==> config.mk <==
export PLATFORM = sky130hd
export DESIGN_NAME = frame_crc8_escape_counter_unit_flat
export DESIGN_NICKNAME = d
export VERILOG_FILES = /design/src/sv/fce_pkg.sv /design/src/sv/fce_if.sv /design/src/sv/frame_crc8_escape_counter_unit.sv /design/src/sv/fce_in_stage.sv /design/src/sv/fce_core.sv /design/src/flat_wrapper.sv
export VERILOG_INCLUDE_DIRS = /design/src /design/src/sv
export SDC_FILE = /design/constraint.sdc
export NUM_CORES = 1
export LEC_CHECK = 0
export BUFFER_PORTS_ARGS = -buffer_cell sky130_fd_sc_hd__buf_2
export CAP_MARGIN = 10
export CORE_UTILIZATION = 28
export DETAILED_ROUTE_END_ITERATION = 6
export PLACE_DENSITY = 0.46
export SLEW_MARGIN = 20
export SYNTH_ARGS = -nofsm -noshare
export SYNTH_HDL_FRONTEND = slang
export SYNTH_HIERARCHICAL = 1
export SYNTH_SLANG_ARGS = --single-unit
==> constraint.sdc <==
create_clock -name i_clk -period 15.5 [get_ports i_clk]
set_input_delay 3.1 -clock i_clk [delete_from_list [all_inputs] [get_ports i_clk]]
set_output_delay 3.1 -clock i_clk [all_outputs]
set_load 0.01 [all_outputs]
==> src/sv/frame_crc8_escape_counter_unit_defines.svh <==
// Assertion macros used by the frame CRC-8 escape counter core module.
`ifndef FRAME_CRC8_ESCAPE_COUNTER_UNIT_DEFINES_SVH
`define FRAME_CRC8_ESCAPE_COUNTER_UNIT_DEFINES_SVH

// Same-cycle implication, checked outside reset.
`define FCE_ASSERT_NOW(label, clk, rst_n, ante, cons, msg) \
    label: assert property (@(posedge clk) disable iff (!(rst_n)) (ante) |-> (cons)) \
        else $error(msg);

// Next-cycle implication, checked outside reset.
`define FCE_ASSERT_NEXT(label, clk, rst_n, ante, cons, msg) \
    label: assert property (@(posedge clk) disable iff (!(rst_n)) (ante) |=> (cons)) \
        else $error(msg);

`endif

==> src/sv/fce_pkg.sv <==
// Package with types, constants and functions of the frame CRC-8 escape counter.
`default_nettype none

package fce_pkg;

    localparam int unsigned MAX_FRAME_BYTES = 256;
    localparam int unsigned TALLY_W         = 9;
    localparam int unsigned TALLY_MAX       = (1 << TALLY_W) - 1;
    localparam logic [TALLY_W-1:0] TALLY_LIMIT =
        TALLY_W'((MAX_FRAME_BYTES > TALLY_MAX) ? TALLY_MAX : MAX_FRAME_BYTES);
    localparam logic [7:0] CRC_POLY_RESET = 8'hA6;

    // One input item as held in the input register.
    typedef struct packed {
        logic [7:0] data_byte;
        logic       first_byte;
        logic       last_byte;
    } t_item;

    // Input register contents offered to the compute stage.
    typedef struct packed {
        logic  valid;
        t_item item;
    } t_stage;

    // One result item.
    typedef struct packed {
        logic               needs_escape;
        logic [7:0]         crc_value;
        logic               crc_needs_escape;
        logic [TALLY_W-1:0] escape_total;
    } t_result;

    // A byte is reserved if it is 0x08-0x0B, 0x12-0x13 or 0x7D.
    function automatic logic is_reserved(input logic [7:0] b);
        return b inside {[8'h08:8'h0B], [8'h12:8'h13], 8'h7D};
    endfunction

    // Eight unrolled MSB-first shift steps of the CRC over one byte.
    function automatic logic [7:0] crc8_fold(input logic [7:0] crc, input logic [7:0] data,
                                             input logic [7:0] poly);
        logic [7:0] c;
        c = crc ^ data;
        for (int i = 0; i < 8; i++) begin
            c = c[7] ? ({c[6:0], 1'b0} ^ poly) : {c[6:0], 1'b0};
        end
        return c;
    endfunction

    // Saturating increment of the escape count.
    function automatic logic [TALLY_W-1:0] tally_bump(input logic [TALLY_W-1:0] t,
                                                     input logic en);
        return (en && (t < TALLY_LIMIT)) ? t + TALLY_W'(1) : t;
    endfunction

endpackage

`default_nettype wire

==> src/sv/fce_if.sv <==
// Channel interfaces of the frame CRC-8 escape counter.
`default_nettype none

interface fce_in_if;
    logic       valid;
    logic       ready;
    logic [7:0] data_byte;
    logic       first_byte;
    logic       last_byte;
    modport source (output valid, data_byte, first_byte, last_byte, input ready);
    modport sink   (input valid, data_byte, first_byte, last_byte, output ready);
endinterface

interface fce_out_if;
    logic                            valid;
    logic                            ready;
    logic                            needs_escape;
    logic [7:0]                      crc_value;
    logic                            crc_needs_escape;
    logic [fce_pkg::TALLY_W-1:0]     escape_total;
    modport source (output valid, needs_escape, crc_value, crc_needs_escape, escape_total,
                    input ready);
    modport sink   (input valid, needs_escape, crc_value, crc_needs_escape, escape_total,
                    output ready);
endinterface

interface fce_cfg_if;
    logic       valid;
    logic       ready;
    logic [7:0] crc_polynomial;
    modport source (output valid, crc_polynomial, input ready);
    modport sink   (input valid, crc_polynomial, output ready);
endinterface

`default_nettype wire

==> src/sv/frame_crc8_escape_counter_unit.sv <==
// Top level of the frame CRC-8 escape counter.
// Usage:
// Bytes of a message arrive on i_item, one item per byte, with first_byte
// set on the opening byte and last_byte on the closing byte. Each item gives
// exactly one item on o_result: the escape flag of the byte, the running
// CRC-8 after that byte, on the last byte the escape flag of the finished
// CRC byte, and the saturating count of escaped bytes so far.
// The CRC polynomial is written through i_cfg, which is always ready; write
// it only while no item is in flight.
// Flow: an accepted item is held in the input register, then moves into the
// result register once that register is free, and is shown on o_result from
// there. The block takes one item per cycle while o_result is taken, set by
// the combinational CRC fold and compare logic between the two registers,
// which also carries the running CRC and count from item to item.
// Reset: the polynomial returns to 0xA6, the CRC and count clear to zero,
// and both channels are empty.
// Stalls: when o_result is not taken, the result register holds; the input
// register then fills and i_item.ready drops until the result is taken.
`default_nettype none

module frame_crc8_escape_counter_unit (
    input  wire logic   i_clk,
    input  wire logic   i_rst_n,
    fce_in_if.sink      i_item,
    fce_cfg_if.sink     i_cfg,
    fce_out_if.source   o_result
);

    logic [7:0]         r_poly;
    fce_pkg::t_stage    stage;
    logic               take;

    // The polynomial register accepts a write in every cycle.
    assign i_cfg.ready = 1'b1;

    always_ff @(posedge i_clk) begin
        if (!i_rst_n) begin
            r_poly <= fce_pkg::CRC_POLY_RESET;
        end else if (i_cfg.valid) begin
            r_poly <= i_cfg.crc_polynomial;
        end
    end

    fce_in_stage u_in_stage (
        .i_clk   (i_clk),
        .i_rst_n (i_rst_n),
        .i_item  (i_item),
        .i_take  (take),
        .o_stage (stage)
    );

    fce_core u_core (
        .i_clk    (i_clk),
        .i_rst_n  (i_rst_n),
        .i_poly   (r_poly),
        .i_stage  (stage),
        .o_take   (take),
        .o_result (o_result)
    );

endmodule

`default_nettype wire

==> src/sv/fce_in_stage.sv <==
// Input register that captures one item from the input channel.
`default_nettype none

module fce_in_stage (
    input  wire logic           i_clk,
    input  wire logic           i_rst_n,
    fce_in_if.sink              i_item,
    input  wire logic           i_take,
    output fce_pkg::t_stage     o_stage
);

    logic           r_valid;
    logic           n_valid;
    fce_pkg::t_item r_item;
    logic           load;

    // The register frees up whenever the compute stage takes its item.
    assign i_item.ready = !r_valid || i_take;
    assign load         = i_item.valid && i_item.ready;

    always_comb begin
        n_valid = r_valid;
        if (load) begin
            n_valid = 1'b1;
        end else if (i_take) begin
            n_valid = 1'b0;
        end
    end

    always_ff @(posedge i_clk) begin
        if (!i_rst_n) begin
            r_valid <= 1'b0;
        end else begin
            r_valid <= n_valid;
        end
    end

    always_ff @(posedge i_clk) begin
        if (load) begin
            r_item.data_byte  <= i_item.data_byte;
            r_item.first_byte <= i_item.first_byte;
            r_item.last_byte  <= i_item.last_byte;
        end
    end

    assign o_stage.valid = r_valid;
    assign o_stage.item  = r_item;

endmodule

`default_nettype wire

==> src/sv/fce_core.sv <==
// CRC and escape count update with the result register.
`default_nettype none

`include "frame_crc8_escape_counter_unit_defines.svh"

module fce_core (
    input  wire logic           i_clk,
    input  wire logic           i_rst_n,
    input  wire logic [7:0]     i_poly,
    input  wire fce_pkg::t_stage i_stage,
    output logic                o_take,
    fce_out_if.source           o_result
);

    logic [7:0]                     r_crc;
    logic [7:0]                     n_crc;
    logic [fce_pkg::TALLY_W-1:0]    r_tally;
    logic [fce_pkg::TALLY_W-1:0]    n_tally;
    logic                           r_out_valid;
    logic                           n_out_valid;
    fce_pkg::t_result               r_res;
    fce_pkg::t_result               n_res;
    logic [7:0]                     crc_start;
    logic [7:0]                     crc_after;
    logic [fce_pkg::TALLY_W-1:0]    tally_start;
    logic [fce_pkg::TALLY_W-1:0]    tally_mid;
    logic                           esc;
    logic                           crc_esc;
    logic                           out_free;

    assign out_free = !r_out_valid || o_result.ready;
    assign o_take   = i_stage.valid && out_free;

    always_comb begin
        crc_start   = i_stage.item.first_byte ? 8'h00 : r_crc;
        tally_start = i_stage.item.first_byte ? '0 : r_tally;
        crc_after   = fce_pkg::crc8_fold(crc_start, i_stage.item.data_byte, i_poly);
        esc         = fce_pkg::is_reserved(i_stage.item.data_byte);
        crc_esc     = i_stage.item.last_byte && fce_pkg::is_reserved(crc_after);
        tally_mid   = fce_pkg::tally_bump(tally_start, esc);

        n_res.needs_escape     = esc;
        n_res.crc_value        = crc_after;
        n_res.crc_needs_escape = crc_esc;
        n_res.escape_total     = fce_pkg::tally_bump(tally_mid, crc_esc);

        // Folding the finished CRC into itself always leaves zero.
        n_crc   = i_stage.item.last_byte ? 8'h00 : crc_after;
        n_tally = n_res.escape_total;
    end

    always_comb begin
        n_out_valid = r_out_valid;
        if (o_take) begin
            n_out_valid = 1'b1;
        end else if (o_result.ready) begin
            n_out_valid = 1'b0;
        end
    end

    always_ff @(posedge i_clk) begin
        if (!i_rst_n) begin
            r_crc       <= 8'h00;
            r_tally     <= '0;
            r_out_valid <= 1'b0;
        end else begin
            r_out_valid <= n_out_valid;
            if (o_take) begin
                r_crc   <= n_crc;
                r_tally <= n_tally;
            end
        end
    end

    always_ff @(posedge i_clk) begin
        if (o_take) begin
            r_res <= n_res;
        end
    end

    assign o_result.valid            = r_out_valid;
    assign o_result.needs_escape     = r_res.needs_escape;
    assign o_result.crc_value        = r_res.crc_value;
    assign o_result.crc_needs_escape = r_res.crc_needs_escape;
    assign o_result.escape_total     = r_res.escape_total;

    `FCE_ASSERT_NEXT(a_crc_zero_after_last, i_clk, i_rst_n,
        o_take && i_stage.item.last_byte, r_crc == 8'h00, "CRC not cleared after last byte")
    `FCE_ASSERT_NOW(a_tally_in_range, i_clk, i_rst_n,
        1'b1, r_tally <= fce_pkg::TALLY_LIMIT, "escape count above its limit")
    `FCE_ASSERT_NEXT(a_tally_monotonic, i_clk, i_rst_n,
        o_take && !i_stage.item.first_byte, r_tally >= $past(r_tally),
        "escape count dropped without a first byte")
    `FCE_ASSERT_NEXT(a_state_matches_result, i_clk, i_rst_n,
        o_take, r_tally == r_res.escape_total, "stored count differs from result")

endmodule

`default_nettype wire

==> src/flat_wrapper.sv <==
// flat-port wrapper written by rule: the top's interface ports become plain ports
module frame_crc8_escape_counter_unit_flat 
  (i_clk, i_rst_n, i_item_valid, i_item_data_byte, i_item_first_byte, i_item_last_byte, i_item_ready, i_cfg_valid, i_cfg_crc_polynomial, i_cfg_ready, o_result_valid, o_result_needs_escape, o_result_crc_value, o_result_crc_needs_escape, o_result_escape_total, o_result_ready);
  fce_in_if i_item_i ();
  fce_cfg_if i_cfg_i ();
  fce_out_if o_result_i ();
  input  wire logic i_clk;
  input  wire logic i_rst_n;
  input wire logic [$bits(i_item_i.valid)-1:0] i_item_valid;
  input wire logic [$bits(i_item_i.data_byte)-1:0] i_item_data_byte;
  input wire logic [$bits(i_item_i.first_byte)-1:0] i_item_first_byte;
  input wire logic [$bits(i_item_i.last_byte)-1:0] i_item_last_byte;
  output wire logic [$bits(i_item_i.ready)-1:0] i_item_ready;
  input wire logic [$bits(i_cfg_i.valid)-1:0] i_cfg_valid;
  input wire logic [$bits(i_cfg_i.crc_polynomial)-1:0] i_cfg_crc_polynomial;
  output wire logic [$bits(i_cfg_i.ready)-1:0] i_cfg_ready;
  output wire logic [$bits(o_result_i.valid)-1:0] o_result_valid;
  output wire logic [$bits(o_result_i.needs_escape)-1:0] o_result_needs_escape;
  output wire logic [$bits(o_result_i.crc_value)-1:0] o_result_crc_value;
  output wire logic [$bits(o_result_i.crc_needs_escape)-1:0] o_result_crc_needs_escape;
  output wire logic [$bits(o_result_i.escape_total)-1:0] o_result_escape_total;
  input wire logic [$bits(o_result_i.ready)-1:0] o_result_ready;
  assign i_item_i.valid = i_item_valid;
  assign i_item_i.data_byte = i_item_data_byte;
  assign i_item_i.first_byte = i_item_first_byte;
  assign i_item_i.last_byte = i_item_last_byte;
  assign i_item_ready = i_item_i.ready;
  assign i_cfg_i.valid = i_cfg_valid;
  assign i_cfg_i.crc_polynomial = i_cfg_crc_polynomial;
  assign i_cfg_ready = i_cfg_i.ready;
  assign o_result_valid = o_result_i.valid;
  assign o_result_needs_escape = o_result_i.needs_escape;
  assign o_result_crc_value = o_result_i.crc_value;
  assign o_result_crc_needs_escape = o_result_i.crc_needs_escape;
  assign o_result_escape_total = o_result_i.escape_total;
  assign o_result_i.ready = o_result_ready;
  frame_crc8_escape_counter_unit u_core (.i_clk(i_clk), .i_rst_n(i_rst_n), .i_item(i_item_i), .i_cfg(i_cfg_i), .o_result(o_result_i));
endmodule
==> impl_metrics.prom, run 1 <==
# TYPE chip_impl_metric gauge
chip_impl_info{name="run_status",value="finished clean"} 1
chip_impl_metric{name="clock_path_buffers",unit=""} 2
chip_impl_metric{name="ff2ff_path_depth",unit=""} 17
chip_impl_info{name="synth_flop_cell",value="edfxtp_1"} 1
chip_impl_metric{name="pin_count_of_the_biggest_net_entering_global_routing",unit=""} 36
chip_impl_metric{name="floorplan.die.height",unit="um"} 133
chip_impl_metric{name="yosys_warnings",unit=""} 6
chip_impl_info{name="startpoint",value="o_result_ready"} 1
chip_impl_metric{name="antennaDiodeCount",unit=""} 0
chip_impl_metric{name="grt.met2_usage",unit="%"} 26.4
chip_impl_metric{name="timing.fmax",unit="MHz"} 135
chip_impl_metric{name="async_flop_share",unit="%"} 0
chip_impl_metric{name="ant_nets",unit=""} 0
chip_impl_metric{name="report.final.setup_viol",unit=""} 0
chip_impl_metric{name="report.power.total",unit="mW"} 1.09
chip_impl_metric{name="floorplan.core_area",unit="sq um"} 16700
chip_impl_metric{name="post-route-min-period",unit="ps"} 7410
chip_impl_info{name="root_buffer_master",value="clkbuf_16"} 1
chip_impl_info{name="top_area_cells_in_the_synthesized_netlist",value="edfxtp_1 18%, dfxtp_1 11%, xnor2_1 4.7%"} 1
chip_impl_info{name="critical_path.reg2reg.startpoint",value="u_core/u_in_stage/o_stage[9]"} 1
chip_impl_metric{name="leakage",unit="nW"} 1.99
chip_impl_metric{name="fin_crit_sh",unit="%"} 47.8
chip_impl_metric{name="syn_inst",unit=""} 566
chip_impl_metric{name="fin_setup_tns",unit="ps"} 0
chip_impl_metric{name="routed-via-count",unit=""} 4467
chip_impl_metric{name="r2r_slack",unit="ps"} 8900
chip_impl_metric{name="insertion_delay",unit="ps"} 300
chip_impl_metric{name="clock_tree.htree_level_count",unit=""} 2
chip_impl_metric{name="gr-usage-met1",unit="%"} 23.3
chip_impl_metric{name="drt_drc_violations_left",unit=""} 0
chip_impl_metric{name="cts_num_sinks",unit=""} 56
chip_impl_metric{name="routed_wl",unit="mm"} 14.4
chip_impl_metric{name="io_buffer_count",unit=""} 43
chip_impl_metric{name="peakVddDrop",unit="mV"} 0.0975
chip_impl_metric{name="finalWeightedCongestion",unit=""} 0.833
chip_impl_metric{name="cts_repair_resize_count",unit=""} 0
chip_impl_metric{name="share_of_the_synthesized_area_in_the_top_cell_type",unit="%"} 18.0
chip_impl_info{name="rsz0062_at_grt",value="false"} 1
chip_impl_metric{name="track_usage",unit="%"} 16.6
chip_impl_metric{name="routedWlPerCell",unit="um"} 17.8
chip_impl_metric{name="filler_free_cell_count_of_the_finished_design",unit=""} 807
chip_impl_metric{name="synth.lib_cells_used.distinct",unit=""} 92
chip_impl_metric{name="grt_pass1_vias",unit=""} 4245
chip_impl_metric{name="cts-buffers-inserted",unit=""} 5
chip_impl_metric{name="postLayoutCoreUtil",unit="%"} 32.3
chip_impl_info{name="r2r-end",value="u_core/u_core/o_result.escape_total[7]"} 1
chip_impl_metric{name="p_per_area",unit="nW/um^2"} 202
chip_impl_metric{name="grt_first_pass_wirelength",unit="mm"} 23.5
chip_impl_metric{name="min_delay_path_depth",unit=""} 2
chip_impl_metric{name="cp.required",unit="ps"} 12400
chip_impl_metric{name="pin_count",unit=""} 45
chip_impl_metric{name="multiInputGateArea",unit="sq um"} 3200
chip_impl_metric{name="worst_setup_hold_path_clk_slew",unit="ps"} 70
chip_impl_metric{name="synthesis.nets",unit=""} 591
chip_impl_metric{name="die_w",unit="um"} 133
chip_impl_metric{name="design.final.nets",unit=""} 611
chip_impl_metric{name="placedCellCount",unit=""} 799
chip_impl_info{name="hold_class",value="flip-flop to flip-flop"} 1
chip_impl_metric{name="row_count",unit=""} 47
chip_impl_metric{name="max-slew-margin-rel",unit="%"} 44.1
chip_impl_info{name="cp-start-kind",value="primary input"} 1
chip_impl_info{name="top_library_cells_by_usage_in_the_layout_fill_and_taps_aside",value="57 x nand2_1, 43 x buf_2, 42 x nor2_1"} 1
chip_impl_metric{name="setup_ws_post_layout",unit="ps"} 8090
chip_impl_info{name="timing.critical_path.to_type",value="output pin"} 1
chip_impl_metric{name="cts_hold_buf",unit=""} 0
chip_impl_info{name="worstHoldEndpoint",value="u_core/r_poly[7]"} 1
chip_impl_metric{name="seq_area_frac_synth",unit="%"} 29.2
chip_impl_metric{name="synth.cell_area",unit="sq um"} 4840
chip_impl_metric{name="postSynthRegisterBits",unit=""} 56
chip_impl_metric{name="layout-drive-gt1-share",unit="%"} 16.4
chip_impl_metric{name="timing.final.hold_violations",unit=""} 0
chip_impl_info{name="tritoncts",value="built"} 1
chip_impl_metric{name="tightestPinTransition",unit="ps"} 833
chip_impl_metric{name="seq_area",unit="sq um"} 1410
chip_impl_info{name="worst_hold_startpoint",value="u_core/r_poly[7]"} 1
chip_impl_metric{name="critical_path_arrival",unit="ps"} 4310
chip_impl_metric{name="place_worst_setup_slack",unit="ps"} 8080
chip_impl_metric{name="drt_first_iter_violations",unit=""} 340
chip_impl_metric{name="floorplan.die_area",unit="sq um"} 17800
chip_impl_metric{name="synth-edff-count",unit=""} 29
chip_impl_metric{name="initial_core_util",unit="%"} 29.0
chip_impl_info{name="layout.cells.most_common",value="nand2_1"} 1
chip_impl_metric{name="met3_usage",unit="%"} 1.90
chip_impl_info{name="worstSetupPathType",value="primary input to output pin"} 1
chip_impl_info{name="layer_with_the_highest_usage_after_global_routing",value="met2"} 1
chip_impl_metric{name="initial_antenna_violation_count",unit=""} 0
chip_impl_metric{name="fill_cells",unit=""} 1775
chip_impl_metric{name="worst_clock_skew",unit="ps"} 12.9
chip_impl_metric{name="maxCapViolations",unit=""} 0
chip_impl_metric{name="avgSynthCellArea",unit="sq um"} 8.55
chip_impl_metric{name="drtPass1Iterations",unit=""} 5
chip_impl_metric{name="grt.overflow.total",unit=""} 0
chip_impl_metric{name="post_drt_via_cell_ratio",unit=""} 5.54
chip_impl_metric{name="cts_setup_buffers",unit=""} 0
chip_impl_metric{name="hpwlAfterDp",unit="mm"} 10.4
chip_impl_metric{name="flow.area_growth_from_synthesis",unit="%"} 11.3
chip_impl_metric{name="worstPathMaxFanout",unit=""} 19
chip_impl_metric{name="slew_violations",unit=""} 0
chip_impl_info{name="yosysTopAreaCell",value="edfxtp_1"} 1
through the flow:
step                cell area (sq um)  hold WS, ps
floorplan                        4840          438
global placement                 5190          458
detailed placement               5190          478
CTS                              5390          497
global route                     5390          533
finish                           5390          491
how the worst max path moves through the flow:
stage                              end  cells after the start
after global routing      i_item_ready                      6
after CTS                 i_item_ready                      6
after floorplan           i_item_ready                      5
after detailed placement  i_item_ready                      6
after global placement    i_item_ready                      6
final                     i_item_ready                      6
metal layers:
| layer | up-vias | wire length (um) |
|---|---|---|
| li1 | 2156 | - |
| met1 | 2157 | 6850 |
| met2 | 136 | 6620 |
| met4 | 0 | 306 |
| met3 | 18 | 627 |
| met5 | - | 0 |
worst max-delay path, cell delays in order:
cell and delay (ps):
buf_2 90, nand2b_1 140, nand2_1 520, inv_1 140, nand2b_4 180, buf_2 140
Yosys cell counts (all sizes together), types with 4 or more instances:
| cell type | n |
|---|---|
| a21oi | 22 |
| or3 | 5 |
| xnor3 | 5 |
| o2111ai | 4 |
| dfxtp | 27 |
| a32oi | 6 |
| o21ai | 36 |
| o211ai | 12 |
| inv | 14 |
| nor3 | 18 |
| nor4 | 4 |
| or3b | 5 |
| nor3b | 4 |
| nand4 | 7 |
| o21a | 4 |
| a2111oi | 5 |
| buf | 9 |
| and2 | 4 |
| o311ai | 6 |
| a21o | 7 |
| edfxtp | 29 |
| and3 | 8 |
| nand2b | 5 |
| nand2 | 57 |
| o21ba | 6 |
| a31oi | 8 |
| a211o | 4 |
| a22oi | 10 |
| mux2i | 14 |
| clkbuf | 25 |
| xor2 | 19 |
| nand3 | 24 |
| or2 | 7 |
| nor2b | 16 |
| nor2 | 42 |
| xnor2 | 29 |
| a211oi | 12 |
layout make-up:
class / instances / share of cell area [%]
Sequential cell: 56 / 26.2
Tap cell: 220 / 5.11
Multi-Input combinational cell: 459 / 59.3
Timing Repair Buffer: 47 / 4.55
Inverter: 17 / 1.18
Clock inverter: 3 / 1.28
Clock buffer: 5 / 2.32
registers in the layout, summed over array words and instances (netlist names):
| signal | flops |
|---|---|
| u_core/u_in_stage/o_stage | 10 |
| u_core/u_core/o_result.escape_total | 9 |
| u_core/u_core/r_tally | 9 |
| u_core/r_poly | 8 |
| u_core/u_core/o_result.crc_value | 8 |
| u_core/u_core/r_crc | 8 |
| u_core/u_core/o_result.crc_needs_escape | 1 |
| u_core/u_core/o_result.needs_escape | 1 |
| u_core/u_core/o_result.valid | 1 |
| u_core/u_in_stage/r_valid | 1 |
cell families (layout without fill, tap and decap cells):
family,count (synthesis),in the layout,share of synthesized area [%]
AND/OR/NAND/NOR,216,216,23.6
buffers and inverters,51,72,4.76
multiplexers,17,17,3.67
adder cells (fa/ha/maj),2,2,0.517
flip-flops,56,56,29.2
AO/OA/AOI/OAI,170,170,26.3
XOR/XNOR,53,53,11.9
other,1,1,0.0775
where the power goes:
part | total [mW] | internal (mW) | switching, mW
logic | 0.715 | 0.277 | 0.438
registers | 0.222 | 0.197 | 0.0249
clock network | 0.151 | 0.0934 | 0.0572
Note: power is estimated with default switching activity, not from simulation.
==> inputs of run 2 (changes only) <==
==> constraint.sdc (replaced) <==
create_clock -name i_clk -period 7.15 [get_ports i_clk]
set_input_delay 1.43 -clock i_clk [delete_from_list [all_inputs] [get_ports i_clk]]
set_output_delay 1.43 -clock i_clk [all_outputs]
set_load 0.01 [all_outputs]
==> run 2 against run 1 <==
Against the previous run: register-to-register slack got worse by 8200 ps; critical path depth grew 11; highest routed layer unchanged; design area fell by 0.26%; critical path type is now flip-flop to flip-flop.
==> impl_metrics.prom, run 2 (same netlist as run 1, synthesis figures left out) <==
# TYPE chip_impl_metric gauge
chip_impl_info{name="layout.cells.most_common",value="nand2_1"} 1
chip_impl_metric{name="ant_nets",unit=""} 0
chip_impl_metric{name="report.power.total",unit="mW"} 2.28
chip_impl_info{name="root_buffer_master",value="clkbuf_16"} 1
chip_impl_metric{name="initial_antenna_violation_count",unit=""} 0
chip_impl_metric{name="grt_first_pass_wirelength",unit="mm"} 23.4
chip_impl_metric{name="row_count",unit=""} 47
chip_impl_metric{name="maxCapViolations",unit=""} 0
chip_impl_info{name="cp-start-kind",value="flip-flop"} 1
chip_impl_metric{name="floorplan.die.height",unit="um"} 133
chip_impl_metric{name="grt_pass1_vias",unit=""} 4264
chip_impl_metric{name="clock_tree.htree_level_count",unit=""} 2
chip_impl_metric{name="initial_core_util",unit="%"} 29.0
chip_impl_metric{name="timing.final.hold_violations",unit=""} 0
chip_impl_info{name="startpoint",value="u_core/u_in_stage/o_stage[9]"} 1
chip_impl_metric{name="drt_drc_violations_left",unit=""} 0
chip_impl_metric{name="post_drt_via_cell_ratio",unit=""} 5.53
chip_impl_metric{name="track_usage",unit="%"} 16.6
chip_impl_info{name="critical_path.reg2reg.startpoint",value="u_core/u_in_stage/o_stage[9]"} 1
chip_impl_metric{name="peakVddDrop",unit="mV"} 0.208
chip_impl_metric{name="cts-buffers-inserted",unit=""} 5
chip_impl_metric{name="layout-drive-gt1-share",unit="%"} 16.9
chip_impl_metric{name="design.final.nets",unit=""} 616
chip_impl_info{name="worstSetupPathType",value="flip-flop to flip-flop"} 1
chip_impl_metric{name="cts_hold_buf",unit=""} 0
chip_impl_metric{name="hpwlAfterDp",unit="mm"} 10.6
chip_impl_metric{name="worstPathMaxFanout",unit=""} 30
chip_impl_metric{name="worst_setup_hold_path_clk_slew",unit="ps"} 70
chip_impl_metric{name="floorplan.die_area",unit="sq um"} 17800
chip_impl_metric{name="drt_first_iter_violations",unit=""} 346
chip_impl_metric{name="cts_setup_buffers",unit=""} 0
chip_impl_metric{name="pin_count_of_the_biggest_net_entering_global_routing",unit=""} 34
chip_impl_metric{name="flow.area_growth_from_synthesis",unit="%"} 11.0
chip_impl_metric{name="routed-via-count",unit=""} 4488
chip_impl_metric{name="post-route-min-period",unit="ps"} 6490
chip_impl_info{name="top_library_cells_by_usage_in_the_layout_fill_and_taps_aside",value="57 x nand2_1, 43 x buf_2, 42 x nor2_1"} 1
chip_impl_metric{name="io_buffer_count",unit=""} 43
chip_impl_metric{name="cp.required",unit="ps"} 7210
chip_impl_metric{name="die_w",unit="um"} 133
chip_impl_metric{name="fin_setup_tns",unit="ps"} 0
chip_impl_metric{name="routed_wl",unit="mm"} 14.6
chip_impl_metric{name="largest_reg_flops",unit=""} 10
chip_impl_metric{name="leakage",unit="nW"} 1.99
chip_impl_metric{name="p_per_area",unit="nW/um^2"} 424
chip_impl_metric{name="fin_crit_sh",unit="%"} 90.7
chip_impl_metric{name="place_worst_setup_slack",unit="ps"} 789
chip_impl_metric{name="floorplan.core_area",unit="sq um"} 16700
chip_impl_metric{name="clock_path_buffers",unit=""} 2
chip_impl_metric{name="cts_num_sinks",unit=""} 56
chip_impl_metric{name="postLayoutCoreUtil",unit="%"} 32.2
chip_impl_metric{name="setup_ws_post_layout",unit="ps"} 663
chip_impl_info{name="tritoncts",value="built"} 1
chip_impl_metric{name="insertion_delay",unit="ps"} 300
chip_impl_metric{name="routedWlPerCell",unit="um"} 18.0
chip_impl_metric{name="tightestPinTransition",unit="ps"} 859
chip_impl_info{name="rsz0062_at_grt",value="false"} 1
chip_impl_metric{name="finalWeightedCongestion",unit=""} 0.800
chip_impl_metric{name="slew_violations",unit=""} 0
chip_impl_metric{name="antennaDiodeCount",unit=""} 0
chip_impl_metric{name="timing.fmax",unit="MHz"} 154
chip_impl_info{name="hold_class",value="flip-flop to flip-flop"} 1
chip_impl_info{name="run_status",value="finished clean"} 1
chip_impl_metric{name="report.final.setup_viol",unit=""} 0
chip_impl_metric{name="max-slew-margin-rel",unit="%"} 42.6
chip_impl_info{name="timing.critical_path.to_type",value="flip-flop"} 1
chip_impl_metric{name="worst_clock_skew",unit="ps"} 4.03
chip_impl_info{name="worst_hold_startpoint",value="u_core/u_core/o_result.valid"} 1
chip_impl_metric{name="drtPass1Iterations",unit=""} 5
chip_impl_metric{name="grt.overflow.total",unit=""} 0
chip_impl_metric{name="critical_path_arrival",unit="ps"} 6540
chip_impl_metric{name="pin_count",unit=""} 45
chip_impl_metric{name="cts_repair_resize_count",unit=""} 0
run 2: area by class of cell:
type	count	area [sq um]
Tap cell	220	275
Fill cell	1773	11300
Clock buffer	5	125
Multi-Input combinational cell	459	3200
Timing Repair Buffer	52	283
Sequential cell	56	1410
Inverter	17	63.8
Clock inverter	3	17.5
run 2: through the flow:
| stage | hold WS [ps] | area [sq um] | cells |
|---|---|---|---|
| detailed placement | 505 | 5230 | 804 |
| CTS | 518 | 5370 | 812 |
| global route | 537 | 5370 | 812 |
| global placement | 497 | 5230 | 804 |
| floorplan | 438 | 4840 | 566 |
| finish | 515 | 5370 | 812 |
run 2: power breakdown:
| part | switching, mW | total, mW | leakage [nW] | internal, mW |
|---|---|---|---|---|
| Sequential | 0.0501 | 0.477 | 0.498 | 0.427 |
| Clock | 0.120 | 0.250 | 0.0716 | 0.130 |
| Combinational | 0.949 | 1.55 | 1.42 | 0.603 |
run 2: metal layers:
| layer | up-vias | track usage (%) | part of all wire [%] |
|---|---|---|---|
| met2 | 155 | 26.6 | 46 |
| met1 | 2140 | 22.8 | 48 |
| met4 | 0 | 6.38 | 2.4 |
| met5 | - | 0 | 0 |
| met3 | 28 | 1.64 | 4.2 |
| li1 | 2165 | - | - |
run 2: worst paths after layout:
check,end,cells after the start,slack [ps]
hold / removal,u_core/u_core/o_result.valid,2,510
hold reg to reg,u_core/u_core/o_result.valid,2,510
setup / recovery,u_core/u_core/o_result.escape_total[7],17,660
setup reg to reg,u_core/u_core/o_result.escape_total[7],17,660
run 2: worst max-delay path, cell delays in order (launching register included):
cell and delay [ps]:
edfxtp_1 740, or3b_1 510, a21oi_1 230, o21ai_1 150, a211oi_2 460, a221o_2 300, xor2_1 690, o211ai_1 190
and4_4 270, xnor2_2 320, mux2i_2 370, xnor2_1 200, or4b_1 490, o311ai_0 130, nand4_1 360, a21oi_4 400
a31oi_1 160, or2_1 250
==> inputs of run 3 (changes only) <==
--- a/config.mk
+++ b/config.mk
@@ -10,6 +10,7 @@
 export CAP_MARGIN = 10
 export CORE_UTILIZATION = 28
 export DETAILED_ROUTE_END_ITERATION = 6
+export MAX_ROUTING_LAYER = met4
 export PLACE_DENSITY = 0.46
 export SLEW_MARGIN = 20
 export SYNTH_ARGS = -nofsm -noshare
==> run 3 against run 2 <==
Against the previous run: critical path type unchanged; critical endpoint unchanged; sequential share of layout area hardly changed; flip-flop and latch count unchanged; sequential power hardly changed; hold slack got worse by 0.72 ps; maximum frequency up 2.2%; clock power fell by 3%.
==> impl_metrics.prom, run 3 (same netlist as run 1, synthesis figures left out) <==
# TYPE chip_impl_metric gauge
chip_impl_metric{name="grt_pass1_vias",unit=""} 4235
chip_impl_metric{name="timing.final.hold_violations",unit=""} 0
chip_impl_info{name="cp-start-kind",value="flip-flop"} 1
chip_impl_metric{name="fill_cells",unit=""} 1784
chip_impl_info{name="hold_class",value="flip-flop to flip-flop"} 1
chip_impl_metric{name="fin_setup_tns",unit="ps"} 0
chip_impl_metric{name="leakage",unit="nW"} 1.99
chip_impl_metric{name="floorplan.die_area",unit="sq um"} 17800
chip_impl_metric{name="cts-buffers-inserted",unit=""} 5
chip_impl_metric{name="row_count",unit=""} 47
chip_impl_metric{name="share_clk_of_total_power",unit="%"} 10.6
chip_impl_metric{name="routed-via-count",unit=""} 4481
chip_impl_metric{name="clock_tree.htree_level_count",unit=""} 2
chip_impl_metric{name="post_drt_via_cell_ratio",unit=""} 5.51
chip_impl_metric{name="post-route-min-period",unit="ps"} 6350
chip_impl_metric{name="cp.required",unit="ps"} 7200
chip_impl_info{name="root_buffer_master",value="clkbuf_16"} 1
chip_impl_metric{name="pin_count_of_the_biggest_net_entering_global_routing",unit=""} 34
chip_impl_metric{name="floorplan.die.height",unit="um"} 133
chip_impl_metric{name="antennaDiodeCount",unit=""} 0
chip_impl_metric{name="peakVddDrop",unit="mV"} 0.181
chip_impl_metric{name="cts_hold_buf",unit=""} 0
chip_impl_metric{name="postLayoutCoreUtil",unit="%"} 32.2
chip_impl_metric{name="report.final.setup_viol",unit=""} 0
chip_impl_metric{name="drt_drc_violations_left",unit=""} 0
chip_impl_info{name="tritoncts",value="built"} 1
chip_impl_metric{name="met2_length",unit="mm"} 6.65
chip_impl_metric{name="worstPathMaxFanout",unit=""} 30
chip_impl_metric{name="setup_ws_post_layout",unit="ps"} 800
chip_impl_metric{name="power.switching_fraction",unit="%"} 49.2
chip_impl_metric{name="initial_core_util",unit="%"} 29.0
chip_impl_metric{name="met3WireLength",unit="um"} 631
chip_impl_metric{name="routedWlPerCell",unit="um"} 17.7
chip_impl_metric{name="hpwlAfterDp",unit="mm"} 10.6
chip_impl_metric{name="pin_count",unit=""} 45
chip_impl_metric{name="worst_clock_skew",unit="ps"} 7.30
chip_impl_metric{name="placedCellCount",unit=""} 805
chip_impl_metric{name="logic_gate_share_of_total_power",unit="%"} 68.5
chip_impl_metric{name="layout-drive-gt1-share",unit="%"} 16.9
chip_impl_info{name="run_status",value="finished clean"} 1
chip_impl_metric{name="clock_path_buffers",unit=""} 2
chip_impl_metric{name="met1_length",unit="mm"} 6.85
chip_impl_metric{name="routed_wl",unit="mm"} 14.4
chip_impl_metric{name="die_w",unit="um"} 133
chip_impl_metric{name="largest_reg_flops",unit=""} 10
chip_impl_metric{name="p_per_area",unit="nW/um^2"} 424
chip_impl_metric{name="filler_free_cell_count_of_the_finished_design",unit=""} 813
chip_impl_metric{name="cts_num_sinks",unit=""} 56
chip_impl_info{name="top_library_cells_by_usage_in_the_layout_fill_and_taps_aside",value="57 x nand2_1, 43 x buf_2, 42 x nor2_1"} 1
chip_impl_metric{name="maxCapViolations",unit=""} 0
chip_impl_metric{name="flow.area_growth_from_synthesis",unit="%"} 11.1
chip_impl_metric{name="worst_setup_hold_path_clk_slew",unit="ps"} 70
chip_impl_metric{name="drtPass1Iterations",unit=""} 5
chip_impl_metric{name="critical_path_arrival",unit="ps"} 6400
chip_impl_info{name="top_layer_used",value="met4"} 1
chip_impl_metric{name="finalWeightedCongestion",unit=""} 0.828
chip_impl_metric{name="ant_nets",unit=""} 0
chip_impl_metric{name="fin_crit_sh",unit="%"} 88.8
chip_impl_info{name="timing.critical_path.to_type",value="flip-flop"} 1
chip_impl_metric{name="seq_power_share",unit="%"} 20.9
chip_impl_metric{name="drt_first_iter_violations",unit=""} 284
chip_impl_metric{name="insertion_delay",unit="ps"} 300
chip_impl_metric{name="slew_violations",unit=""} 0
chip_impl_metric{name="cts_repair_resize_count",unit=""} 0
chip_impl_metric{name="power.internal",unit="mW"} 1.16
chip_impl_metric{name="initial_antenna_violation_count",unit=""} 0
chip_impl_metric{name="max-slew-margin-rel",unit="%"} 42.8
chip_impl_metric{name="cts_setup_buffers",unit=""} 0
chip_impl_metric{name="io_buffer_count",unit=""} 43
chip_impl_metric{name="grt_first_pass_wirelength",unit="mm"} 23.2
chip_impl_metric{name="power.net_switching",unit="mW"} 1.12
chip_impl_metric{name="tightestPinTransition",unit="ps"} 858
chip_impl_metric{name="floorplan.core_area",unit="sq um"} 16700
chip_impl_metric{name="track_usage",unit="%"} 16.9
chip_impl_metric{name="timing.fmax",unit="MHz"} 157
chip_impl_info{name="worstSetupPathType",value="flip-flop to flip-flop"} 1
chip_impl_info{name="rsz0062_at_grt",value="false"} 1
chip_impl_metric{name="place_worst_setup_slack",unit="ps"} 903
chip_impl_metric{name="design.final.nets",unit=""} 617
chip_impl_info{name="layout.cells.most_common",value="nand2_1"} 1
chip_impl_metric{name="grt.overflow.total",unit=""} 0
==> run 3: layer usage <==
layer | vias to the layer above | track usage (%)
met3 | 16 | 1.71
met4 | 0 | 4.99
met2 | 170 | 26.5
met5 | - | -
li1 | 2167 | -
met1 | 2128 | 22.9
==> run 3: area by class of cell <==
| type | count | area, sq um | share of cell area (%) |
|---|---|---|---|
| inverter | 17 | 63.8 | 1.19 |
| clock buffer | 6 | 129 | 2.40 |
| timing repair buffer | 53 | 290 | 5.40 |
| sequential | 56 | 1410 | 26.2 |
| clock inverter | 2 | 11.3 | 0.209 |
| multi-input combinational | 459 | 3200 | 59.4 |
| tap | 220 | 275 | 5.12 |
==> run 3: worst paths after layout <==
check / start / to / slack (ps) / depth (start not counted)
max: u_core/u_in_stage/o_stage[9] / u_core/u_core/o_result.escape_total[7] / 800 / 17
min: u_core/u_core/o_result.valid / u_core/u_core/o_result.valid / 510 / 2
max reg2reg: u_core/u_in_stage/o_stage[9] / u_core/u_core/o_result.escape_total[7] / 800 / 17
min reg2reg: u_core/u_core/o_result.valid / u_core/u_core/o_result.valid / 510 / 2
==> run 3: worst max-delay path, cell delays in order (launching register included) <==
cell	delay (ps)
edfxtp_1	740
or3b_1	500
a21oi_1	230
nor2_1	70
a2111oi_0	590
a221o_2	270
xor2_1	630
o211ai_1	200
and4_4	280
xnor2_2	320
mux2i_2	360
xnor2_1	200
or4b_1	490
o311ai_0	110
nand4_1	340
a21oi_4	390
a31oi_1	140
or2_1	240
==> run 3: through the flow <==
| step | total power, mW | instance area [sq um] | hold slack, ps |
|---|---|---|---|
| 2_1_floorplan | 1.67 | 4840 | 438 |
| 6_report | 2.28 | 5380 | 514 |
| 5_1_grt | 2.45 | 5380 | 534 |
| 3_5_place_dp | 2.02 | 5240 | 502 |
| 4_1_cts | 2.28 | 5380 | 517 |
| 3_3_place_gp | 2.03 | 5240 | 495 |
==> run 3: power by group through the flow <==
stage | sequential, mW | combinational (mW) | clock [mW]
after CTS | 0.477 | 1.55 | 0.255
after global routing | 0.485 | 1.70 | 0.266
final | 0.476 | 1.56 | 0.243
after detailed placement | 0.484 | 1.53 | 0
after global placement | 0.484 | 1.54 | 0
after floorplan | 0.474 | 1.20 | 0
